$ cat src/sv/arpbcm_pkg.sv
// Shared types and constants for the ARP binding change monitor.
// No dependencies; imported by the top level, the controller and the datapath.
package arpbcm_pkg;

  localparam logic [15:0] ETHERTYPE_ARP = 16'h0806;
  localparam logic        CMD_OBSERVE   = 1'b0;
  localparam logic        CMD_PRELOAD   = 1'b1;

  localparam int IP_W   = 32;
  localparam int MAC_W  = 48;
  localparam int KIND_W = 2;

  localparam logic [KIND_W-1:0] KIND_NEW      = 2'd0;
  localparam logic [KIND_W-1:0] KIND_MODIFIED = 2'd1;
  localparam logic [KIND_W-1:0] KIND_DROPPED  = 2'd2;

  typedef enum logic [2:0] {
    ST_IDLE,
    ST_ISSUE,
    ST_COMPARE,
    ST_NOMATCH,
    ST_RESULT
  } state_t;

  // Controller to datapath.
  typedef struct packed {
    logic              load_item;
    logic              clr_idx;
    logic              inc_idx;
    logic              rd_en;
    logic              wr_hit;
    logic              wr_new;
    logic              set_pend;
    logic [KIND_W-1:0] pend_kind;
    logic              take_old;
    logic              load_out;
  } cmd_t;

  // Datapath to controller.
  typedef struct packed {
    logic relevant;
    logic fill_zero;
    logic full;
    logic hit;
    logic last;
    logic mac_diff;
    logic preload;
    logic out_free;
  } status_t;

endpackage

$ cat src/sv/arpbcm_ctrl.sv
// Controller state machine: sequences the table search, the update and the result beat.
// Depends on arpbcm_pkg.
module arpbcm_ctrl
  import arpbcm_pkg::*;
(
  input  logic    clk,
  input  logic    rst_n,
  input  logic    in_valid,
  output logic    in_stall,
  input  status_t status,
  output cmd_t    cmd
);

  state_t state_r, state_nxt;

  always_ff @(posedge clk) begin
    if (!rst_n) begin
      state_r <= ST_IDLE;
    end else begin
      state_r <= state_nxt;
    end
  end

  always_comb begin
    state_nxt = state_r;
    case (state_r)
      ST_IDLE: begin
        if (in_valid && status.relevant) begin
          state_nxt = status.fill_zero ? ST_NOMATCH : ST_ISSUE;
        end
      end
      ST_ISSUE: state_nxt = ST_COMPARE;
      ST_COMPARE: begin
        if (status.hit) begin
          state_nxt = (!status.preload && status.mac_diff) ? ST_RESULT : ST_IDLE;
        end else if (status.last) begin
          state_nxt = ST_NOMATCH;
        end else begin
          state_nxt = ST_ISSUE;
        end
      end
      ST_NOMATCH: state_nxt = status.preload ? ST_IDLE : ST_RESULT;
      ST_RESULT: begin
        if (status.out_free) begin
          state_nxt = ST_IDLE;
        end
      end
      default: state_nxt = ST_IDLE;
    endcase
  end

  always_comb begin
    cmd      = '0;
    in_stall = (state_r != ST_IDLE);
    case (state_r)
      ST_IDLE: begin
        if (in_valid && status.relevant) begin
          cmd.load_item = 1'b1;
          cmd.clr_idx   = 1'b1;
        end
      end
      ST_ISSUE: cmd.rd_en = 1'b1;
      ST_COMPARE: begin
        if (status.hit) begin
          if (status.preload) begin
            cmd.wr_hit = 1'b1;
          end else if (status.mac_diff) begin
            cmd.wr_hit    = 1'b1;
            cmd.set_pend  = 1'b1;
            cmd.pend_kind = KIND_MODIFIED;
            cmd.take_old  = 1'b1;
          end
        end else if (!status.last) begin
          cmd.inc_idx = 1'b1;
        end
      end
      ST_NOMATCH: begin
        cmd.wr_new = !status.full;
        if (!status.preload) begin
          cmd.set_pend  = 1'b1;
          cmd.pend_kind = status.full ? KIND_DROPPED : KIND_NEW;
        end
      end
      ST_RESULT: cmd.load_out = status.out_free;
      default: cmd = '0;
    endcase
  end

endmodule
$ cat config.mk
export PLATFORM = sky130hd
export DESIGN_NAME = arpbcm_ctrl
export DESIGN_NICKNAME = d
export VERILOG_FILES = /design/src/sv/arpbcm_pkg.sv /design/src/sv/arpbcm_ctrl.sv
export SDC_FILE = /design/constraint.sdc
export NUM_CORES = 1
export LEC_CHECK = 0
export ABC_AREA = 1
export BUFFER_PORTS_ARGS = -buffer_cell sky130_fd_sc_hd__buf_2
export CORE_AREA = 2 2 39 41
export DETAILED_ROUTE_END_ITERATION = 7
export DIE_AREA = 0 0 41 43
export PLACE_DENSITY = 0.56
export SLEW_MARGIN = 25
export SYNTH_ARGS = -nofsm -noshare
export SYNTH_HDL_FRONTEND = slang
export SYNTH_SLANG_ARGS = --single-unit
$ cat constraint.sdc
create_clock -name clk -period 2.4 [get_ports clk]
set_input_delay 0.48 -clock clk [delete_from_list [all_inputs] [get_ports clk]]
set_output_delay 0.48 -clock clk [all_outputs]
set_load 0.1 [all_outputs]
After elaboration in Yosys (flattened, before gate mapping)
Cells that the tools add are included.
{"block": "word_totals", "ff_bits": 3, "inputBits": 11, "output_inout_bits": 12, "wordCells": 41}
{"block": "op_classes", "n_eq_ne": 6, "n_mux": 27, "n_reduce_logical": 7}
{"op": "3-bit two-way mux", "n": 6}
{"op": "3-bit one-hot mux with 5 select lines", "n": 1}
{"op": "4-bit two-way mux", "n": 3}
{"op": "1-bit two-way mux", "n": 11}
{"op": "2-bit two-way mux", "n": 5}
{"op": "3-bit by 2-bit == test with 1-bit output (second input constant)", "n": 2}
{"op": "3-bit one-hot mux with 2 select lines", "n": 1}
{"op": "2-bit inequality test (second input constant)", "n": 2}
{"op": "3-bit by 1-bit == test with 1-bit output (second input constant)", "n": 1}
{"op": "3-bit == test (second input constant)", "n": 1}
{"op": "3-bit logical NOT", "n": 1}
{"op": "3-bit nonzero test", "n": 1}
{"op": "1-bit logical AND", "n": 2}
{"op": "1-bit logical NOT", "n": 2}
{"op": "2-bit AND reduction", "n": 1}

Logic depth before layout (Yosys ltp)
Gate-level depths: netlist (run 1).
{"block": "logic_depth", "depth_word": 5, "depth_mapped": 7}

Worst setup path after synthesis (run 1)
Ideal clock, no wire load.
{"block": "synth_timing", "path_type": "input to output", "from": "input port status[0] (netlist bit)", "to": "output port cmd[0] (netlist bit)", "t_arrival_ps": 3325, "setup_slack_ps": -1405, "cell_stages": 2, "path_buffers": 0, "path_cell_list": "inv_1 nor4_1"}
{"item": "from (decl)", "line_no": "arpbcm_ctrl.sv:10", "source": "input status_t status,"}
{"item": "to (decl)", "line_no": "arpbcm_ctrl.sv:11", "source": "output cmd_t cmd"}

==> results of run 1 <==
==> cells by family (layout without fill, tap and decap cells) <==
group | Yosys count | after routing
buf+inv | 15 | 40
flops | 3 | 3
compound gates | 3 | 3
simple gates | 30 | 30
==> worst reg2reg max path, stage by stage, from the launching register on <==
cell,delay [ns]
dfxtp_1,0.35
nor2_1,0.26
nand3_1,0.16
nand2_1,0.11
inv_1,0.04
nand2_1,0.05
nor2_1,0.04
==> layout by cell type, fill, tap and decap left out <==
master	count
clkbuf_1	1
o211ai_1	2
nor4_2	1
nand3_1	3
nor2_1	8
buf_2	22
inv_2	1
nor2_4	1
nor2_2	1
nor3_1	1
nand2_4	1
clkbuf_4	3
nand2_1	12
o21ai_0	1
nor3_2	2
inv_1	13
dfxtp_1	3
==> final cells by class <==
| type | count | area [sq um] |
|---|---|---|
| flip-flops and latches | 3 | 60.1 |
| fillers | 163 | 938 |
| clock buffers | 4 | 26.3 |
| multi-input cells | 33 | 176 |
| inverters | 14 | 52.6 |
| well taps | 16 | 20.0 |
| repair buffers | 22 | 110 |
==> routing by layer <==
metal / wire [um] / track usage / part of all wire / vias up
met3: 43 / 0.0314 / 0.060 / 0
met4: 0 / 0.0600 / 0 / 0
met2: 358 / 0.147 / 0.50 / 6
met5: 0 / 0 / 0 / -
li1: - / - / - / 201
met1: 316 / 0.102 / 0.44 / 146
==> worst max path at each step <==
stage,to,depth (start not counted)
floorplan,cmd[0],2
global placement,cmd[4],7
detailed placement,cmd[4],7
CTS,cmd[4],6
global route,cmd[5],6
finish,cmd[4],6
==> power by group through the flow <==
stage	logic [W]	clock network (W)	registers, W
after floorplan	0.000148	0	0.0000622
after global placement	0.000173	0	0.0000636
after detailed placement	0.000173	0	0.0000635
after CTS	0.000174	0.0000938	0.0000628
after global routing	0.000181	0.0000988	0.0000636
final	0.000173	0.0000874	0.0000628
==> through the flow <==
step | utilization | power (W)
after global placement | 0.303 | 0.000236
after detailed placement | 0.303 | 0.000237
final | 0.322 | 0.000323
after CTS | 0.322 | 0.000330
after floorplan | - | 0.000211
after global routing | 0.322 | 0.000344
==> results.toml, run 1 <==
[hold_path]
hold_class = "input port to register"
hold_path_depth = 3
whs_endpoint = "state_r[2]$_SDFFE_PN0P_"
min-delay-start = "rst_n"

[timing]
fin_ws_ns = 0.401
slew_violations = 0
tns_ns = 0
min_period_over_period = 0.833
period_needed_ns = 2.00
holdWs_ns = 0.449
skew_ns = 0.00100
hold_viol = 0
rsz0062_at_grt = "no"
relSlewSlack = 0.676
setup_viol_count_final = 0
max_freq_mhz = 500
worstMarginPinSlew_ns = 0.489

[power_and_ir_drop]
powerDensity_mw_per_mm2 = 725
vdd_drop_max_uv = 183
seq_power_share = 0.195
p_leak_nw = 0.291
power_frac_clock = 0.271
swShare = 0.533
power_frac_comb = 0.535
p_sw_w = 0.000172
p_int_w = 0.000151

[cells_and_area]
diodes = 0
final_nets = 88
drive_gt1_frac = 0.421
largest_registers = "state_r x3"
fin_cells = 92
largest_reg_flops = 3
area_growth_pct = 67.9
final_area_sq_um = 445
top_register = "state_r"

[clock_network]
cts_buffer_depth = 2
cts-resized-gates = 0
cts_hold_buffers = 0
path_clk_slew_ns = 0.04
clk_latency_ns = 0.23
numCtsBuffers = 3
htreeDepth = 1
cts_root_buf = "clkbuf_4"
cts_tree = "built"
post-cts-setup-buffer-count = 0
clock_sinks = 3

[critical_path]
cp_slowest_cell = "buf_2"
critPathBufInv = 2
crit_start = "state_r[2]$_SDFFE_PN0P_"
endpoint_kind = "output port"
r2r_start = "state_r[0]$_SDFFE_PN0P_"
path_class = "register to output port"
worst-r2r-cell-count = 6
r2r_slack_ns = 1.28
slowest_delay_ns = 0.42
path_delay_family = "buffers and inverters"
startpoint_type = "register"
crit_top_cell = "nand2_1"
arrival_ns = 1.52
cp.required_ns = 1.92
timing.critical_path.fanout_max = 6
r2r-end = "state_r[1]$_SDFFE_PN0P_"
crit_chain = "inv_2 -> nand2_1 -> nor2_2 -> nand2_1 -> nand2_1 -> buf_2"

[global_route]
grtUsageTotal = 0.0942
grt_overflow = 0
grt_first_pass_wirelength_mm = 1.14
grt_max_degree = 7
grt_pass1_vias = 338
antenna_found_initial = 0

[floorplan]
die_area_sq_mm = 0.00176
fp.coreArea_sq_mm = 0.00138
num_rows = 14
fp.dieH_um = 43
dieWidth_um = 41
initial_core_util = 0.192
ioPinCount = 23

[logic_synthesis]
synth.top_cell.area_share = 0.226
netlist_area_sq_um = 265
yosys-top-cells-area = "dfxtp_1 23%, inv_1 18%, nand2_1 18%, nor2_1 13%, nand3_1 5.7%"
synth_top_cell_by_area = "dfxtp_1"
synth_cell_types = 12
synth_cells = 51
synth_warnings = 0
synthMuxAreaShare = 0
synth_xor_area_frac = 0
synth_flop_cell = "dfxtp_1"
synth_edf_count = 0
synth_simple_gate_area_frac = 0.472
synth-compound-area-share = 0.0755
synthTopCellsByCount = "13 x inv_1, 13 x nand2_1, 9 x nor2_1"
avgSynthCellArea_sq_um = 5.20
async_flop_share = 0
yosys.area_share.adder = 0
seq_area_frac_synth = 0.226
synth_nets = 62
yosys_register_bits = 3
synth_top_family_by_area = "simple AND/OR/NAND/NOR gates"

[placed_design]
globalplace.congestion = 0.740
dp.cells = 88
placed_area_sq_um = 419
portBuffers = 22
dpl.hpwl_um = 604
dp_slack_ns = 0.535

[route]
vias = 353
wire_per_inst_um = 7.80
drc = 0
ant_nets = 0
wl_um = 718
drt-vias-per-instance = 3.84
drtIter0Drc = 4
firstDrtPassIters = 2

[job]
max_cap_viol_count = 0

[outcome]
status = "finished, final reports clean"
Note: power is estimated with default switching activity, not from simulation.
==> run 2: changes to the inputs <==
Settings changed: ABC_AREA 1 to 0, PLACE_DENSITY 0.56 to 0.61.
Clock period 2.4 ns to 1.8 ns, I/O delays scaled along.
==> results.toml, run 2 <==
[outcome]
status = "finished, final reports clean"

[timing]
max_freq_mhz = 574
relSlewSlack = 0.679
setup_viol_count_final = 0
skew_ns = 0.00230
tns_ns = 0
min_period_over_period = 0.968
slew_violations = 0
fin_ws_ns = 0.0585
hold_viol = 0
worstMarginPinSlew_ns = 0.484
period_needed_ns = 1.74

[logic_synthesis]
synth.top_cell.area_share = 0.193
synth_cell_types = 24
synth_top_cell_by_area = "dfxtp_1"
yosys_register_bits = 3
synth_flop_cell = "dfxtp_1"
synthTopCellsByCount = "3 x dfxtp_1, 3 x nand2b_1"
async_flop_share = 0
synth_simple_gate_area_frac = 0.502
synth-compound-area-share = 0.221
synth_warnings = 0
netlist_area_sq_um = 312
synthMuxAreaShare = 0
synth_edf_count = 0
yosys-top-cells-area = "dfxtp_1 19%, nor3b_2 8.0%, and4b_1 6.4%, nand2b_1 6.0%, o32ai_2 5.2%"
synth_cells = 32
avgSynthCellArea_sq_um = 9.74
synth_nets = 43
synth_xor_area_frac = 0
yosys.area_share.adder = 0
seq_area_frac_synth = 0.193
synth_top_family_by_area = "simple AND/OR/NAND/NOR gates"

[clock_network]
clk_latency_ns = 0.23
cts_buffer_depth = 2
post-cts-setup-buffer-count = 0
cts_tree = "built"
cts_root_buf = "clkbuf_4"
clock_sinks = 3
htreeDepth = 1
numCtsBuffers = 3
path_clk_slew_ns = 0.04

[critical_path]
arrival_ns = 1.38
startpoint_type = "register"
path_class = "register to output port"
cp.required_ns = 1.44
timing.critical_path.fanout_max = 6
endpoint_kind = "output port"

[cells_and_area]
largest_registers = "state_r x3"
area_growth_pct = 114
mostFrequentLayoutCell = "buf_2"
drive_gt1_frac = 0.750
final_nets = 68
final_area_sq_um = 666
layout_common_cells = "12 x buf_2, 10 x buf_12, 3 x nand2b_1, 3 x clkbuf_4"
n_fill_cell = 131
diodes = 0
largest_reg_flops = 3
top_register = "state_r"
fin_util = 0.481

[global_route]
grt_first_pass_wirelength_mm = 1.37
grt_pass1_vias = 324
grt_overflow = 0
grt_max_degree = 13
grtUsageTotal = 0.114
antenna_found_initial = 0

[power_and_ir_drop]
swShare = 0.480
p_int_w = 0.000233
power_frac_clock = 0.263
powerDensity_mw_per_mm2 = 674
p_leak_nw = 0.277
seq_power_share = 0.204
power_frac_comb = 0.533
p_sw_w = 0.000215
vdd_drop_max_uv = 433

[floorplan]
num_rows = 14
ioPinCount = 23
initial_core_util = 0.225
dieWidth_um = 41
die_area_sq_mm = 0.00176
fp.coreArea_sq_mm = 0.00138
fp.dieH_um = 43

[job]
max_cap_viol_count = 0

[route]
wire_per_inst_um = 11.2
ant_nets = 0
vias = 337
wl_um = 803
drt-vias-per-instance = 4.68
firstDrtPassIters = 1
drtIter0Drc = 0
drc = 0

[placed_design]
placed_area_sq_um = 633
dp_slack_ns = 0.191
globalplace.congestion = 0.680
portBuffers = 22

[hold_path]
hold_class = "input port to register"
==> run 2: power by group through the flow <==
| stage | Clock, W | Combinational, W | Sequential (W) |
|---|---|---|---|
| after floorplan | 0 | 0.000195 | 0.0000818 |
| after global placement | 0 | 0.000238 | 0.0000912 |
| after detailed placement | 0 | 0.000240 | 0.0000912 |
| after CTS | 0.000121 | 0.000240 | 0.0000906 |
| after global routing | 0.000131 | 0.000251 | 0.0000938 |
| final | 0.000118 | 0.000239 | 0.0000916 |
==> run 2: worst max-delay path, cell delays in order, from the launching register on <==
cell	delay, ns
dfxtp_1	0.42
or3b_4	0.44
nor2_4	0.11
buf_12	0.18
==> run 2: area by class of cell <==
cell class                 instances  area [sq um]  share of cell area
clock buffer                       4          26.3              0.0395
inverter                           2          7.51              0.0113
multi-input combinational         25           289               0.434
sequential                         3          62.6              0.0940
tap                               16          20.0              0.0301
timing repair buffer              22           260               0.391
==> run 2: cells by family (layout without fill, tap and decap cells) <==
group                  Yosys count  count (layout)
DFF                              3               3
AOI/OAI and AO/OA                7               7
buffers and inverters            4              28
and+or+nand+nor                 18              18
==> run 2: worst paths after layout <==
path / from / end / slack, ns / cells past startpoint
max: state_r[2]$_SDFFE_PN0P_ / cmd[0] / 0.06 / 3
min: rst_n / state_r[1]$_SDFFE_PN0P_ / 0.43 / 3
max reg2reg: state_r[2]$_SDFFE_PN0P_ / state_r[2]$_SDFFE_PN0P_ / 0.77 / 2
min reg2reg: state_r[1]$_SDFFE_PN0P_ / state_r[0]$_SDFFE_PN0P_ / 0.58 / 1
==> run 2: timing repair <==
item	CTS	global route
hold buffers	0	0
resized for setup	1	1
endpoints found under the setup margin	4	1
==> run 2: per-layer routing <==
layer | global-route usage | part of all wire | vias up
met5 | 0 | 0 | -
met4 | 0.0200 | 0 | 0
met3 | 0.0524 | 0.072 | 0
met2 | 0.178 | 0.50 | 11
met1 | 0.139 | 0.43 | 154
li1 | - | - | 172
==> run 2: metrics by stage <==
| stage | hold WS, ns | std cells | power [W] |
|---|---|---|---|
| 2_1_floorplan | 0.457 | 32 | 0.000277 |
| 3_3_place_gp | 0.591 | 68 | 0.000329 |
| 3_5_place_dp | 0.590 | 68 | 0.000331 |
| 4_1_cts | 0.428 | 72 | 0.000452 |
| 5_1_grt | 0.436 | 72 | 0.000476 |
| 6_report | 0.430 | 72 | 0.000448 |
==> run 3: changes to the inputs <==
Settings changed: SETUP_SLACK_MARGIN set to 0.5.
==> results.toml, run 3 (synthesis gave the netlist of run 2 again) <==
[critical_path]
timing.critical_path.fanout_max = 6
crit_start = "state_r[2]$_SDFFE_PN0P_"
crit_path_end = "cmd[10]"
r2r_slack_ns = 0.70
worst-r2r-cell-count = 4
path_class = "register to output port"
cp.required_ns = 1.44
r2r_start = "state_r[1]$_SDFFE_PN0P_"
startpoint_type = "register"
r2r-end = "state_r[1]$_SDFFE_PN0P_"
endpoint_kind = "output port"
arrival_ns = 1.34

[power_and_ir_drop]
powerDensity_mw_per_mm2 = 625
finalPower_w = 0.000501
p_leak_nw = 0.330
vdd_drop_max_uv = 312

[floorplan]
fp.dieH_um = 43
initial_core_util = 0.225
die_area_sq_mm = 0.00176
num_rows = 14
dieWidth_um = 41
fp.coreArea_sq_mm = 0.00138
ioPinCount = 23

[route]
wire_per_inst_um = 11.4
wl_um = 948
vias = 375
drc = 0
ant_nets = 0
drt-vias-per-instance = 4.52
drtIter0Drc = 2
firstDrtPassIters = 2

[timing]
skew_ns = 0.00658
max_freq_mhz = 589
rsz0062_at_grt = "yes"
slew_violations = 0
setup_viol_count_final = 0
period_needed_ns = 1.70
relSlewSlack = 0.680
worstMarginPinSlew_ns = 0.483
hold_viol = 0
min_period_over_period = 0.943

[cells_and_area]
top_register = "state_r"
final_area_sq_um = 802
largest_reg_flops = 3
diodes = 0
largest_registers = "state_r x3"
layout_common_cells = "11 x buf_2, 11 x buf_12, 8 x buf_4"
fin_cells = 83
final_nets = 79
drive_gt1_frac = 0.821
area_growth_pct = 157

[clock_network]
cts_tree = "built"
cts_buffer_depth = 2
path_clk_slew_ns = 0.04
clk_latency_ns = 0.24
htreeDepth = 1
cts_root_buf = "clkbuf_4"
numCtsBuffers = 3
clock_sinks = 3

[job]
max_cap_viol_count = 0

[global_route]
grt_max_degree = 9
grtUsageTotal = 0.126
grt_first_pass_wirelength_mm = 1.52
grt_pass1_vias = 372
grt_overflow = 0
antenna_found_initial = 0

[placed_design]
globalplace.congestion = 0.629
dp.cells = 68
portBuffers = 22
dpl.hpwl_um = 637
placed_area_sq_um = 646

[hold_path]
hold_class = "input port to register"

[outcome]
status = "finished, final reports clean"
-- run 3: changes by cell type in the layout (fill, tap and decap cells not counted), sizes merged --
| cell | delta |
|---|---|
| buf | +11 |
-- run 3: what timing repair did --
item                       CTS  global route
setup endpoints to repair   12            12
resized for setup            9             2
buffers inserted             9             2
hold buffers                 0             0
pin swaps                    5             3
-- run 3: final cells by class --
| class | instances | area, sq um |
|---|---|---|
| timing repair buffer | 33 | 369 |
| tap | 16 | 20.0 |
| inverter | 2 | 7.51 |
| sequential | 3 | 71.3 |
| clock buffer | 4 | 26.3 |
| multi-input combinational | 25 | 308 |
| fill | 120 | 582 |
-- run 3: where the power goes --
group,leakage (nW),internal (W),switching [W]
logic,0.288,0.000114,0.000180
registers,0.0267,0.0000725,0.0000130
clock network,0.0150,0.0000833,0.0000381
-- run 3: worst min-delay path by stage --
stage | startpoint | end | cells past startpoint
finish | status[0] | state_r[2]$_SDFFE_PN0P_ | 3
global placement | state_r[0]$_SDFFE_PN0P_ | state_r[0]$_SDFFE_PN0P_ | 1
CTS | status[0] | state_r[2]$_SDFFE_PN0P_ | 3
detailed placement | state_r[0]$_SDFFE_PN0P_ | state_r[0]$_SDFFE_PN0P_ | 1
global route | status[0] | state_r[2]$_SDFFE_PN0P_ | 3
floorplan | status[4] | state_r[0]$_SDFFE_PN0P_ | 1
-- run 3: critical path, cell delays in order (launching register included) --
cell and delay, ns:
dfxtp_4 0.36, or3_4 0.40, nor2_4 0.15, buf_12 0.19
-- run 3: per-stage QoR --
stage / worst slack [ns] / hold WS (ns) / TNS [ns] / utilization
finish: 0.103 / 0.420 / 0 / 0.580
global route: 0.0666 / 0.426 / 0 / 0.580
CTS: 0.0994 / 0.416 / 0 / 0.563
detailed placement: 0.191 / 0.588 / 0 / 0.467
global placement: 0.212 / 0.582 / 0 / 0.467
floorplan: -0.316 / 0.457 / -1.25 / -
-- run 3: routing by layer --
metal | wire (um) | up-vias | global-route usage
li1 | - | 192 | -
met1 | 359 | 168 | 0.151
met2 | 503 | 15 | 0.191
met3 | 85 | 0 | 0.0314
met4 | 0 | 0 | 0.0800
met5 | 0 | - | 0
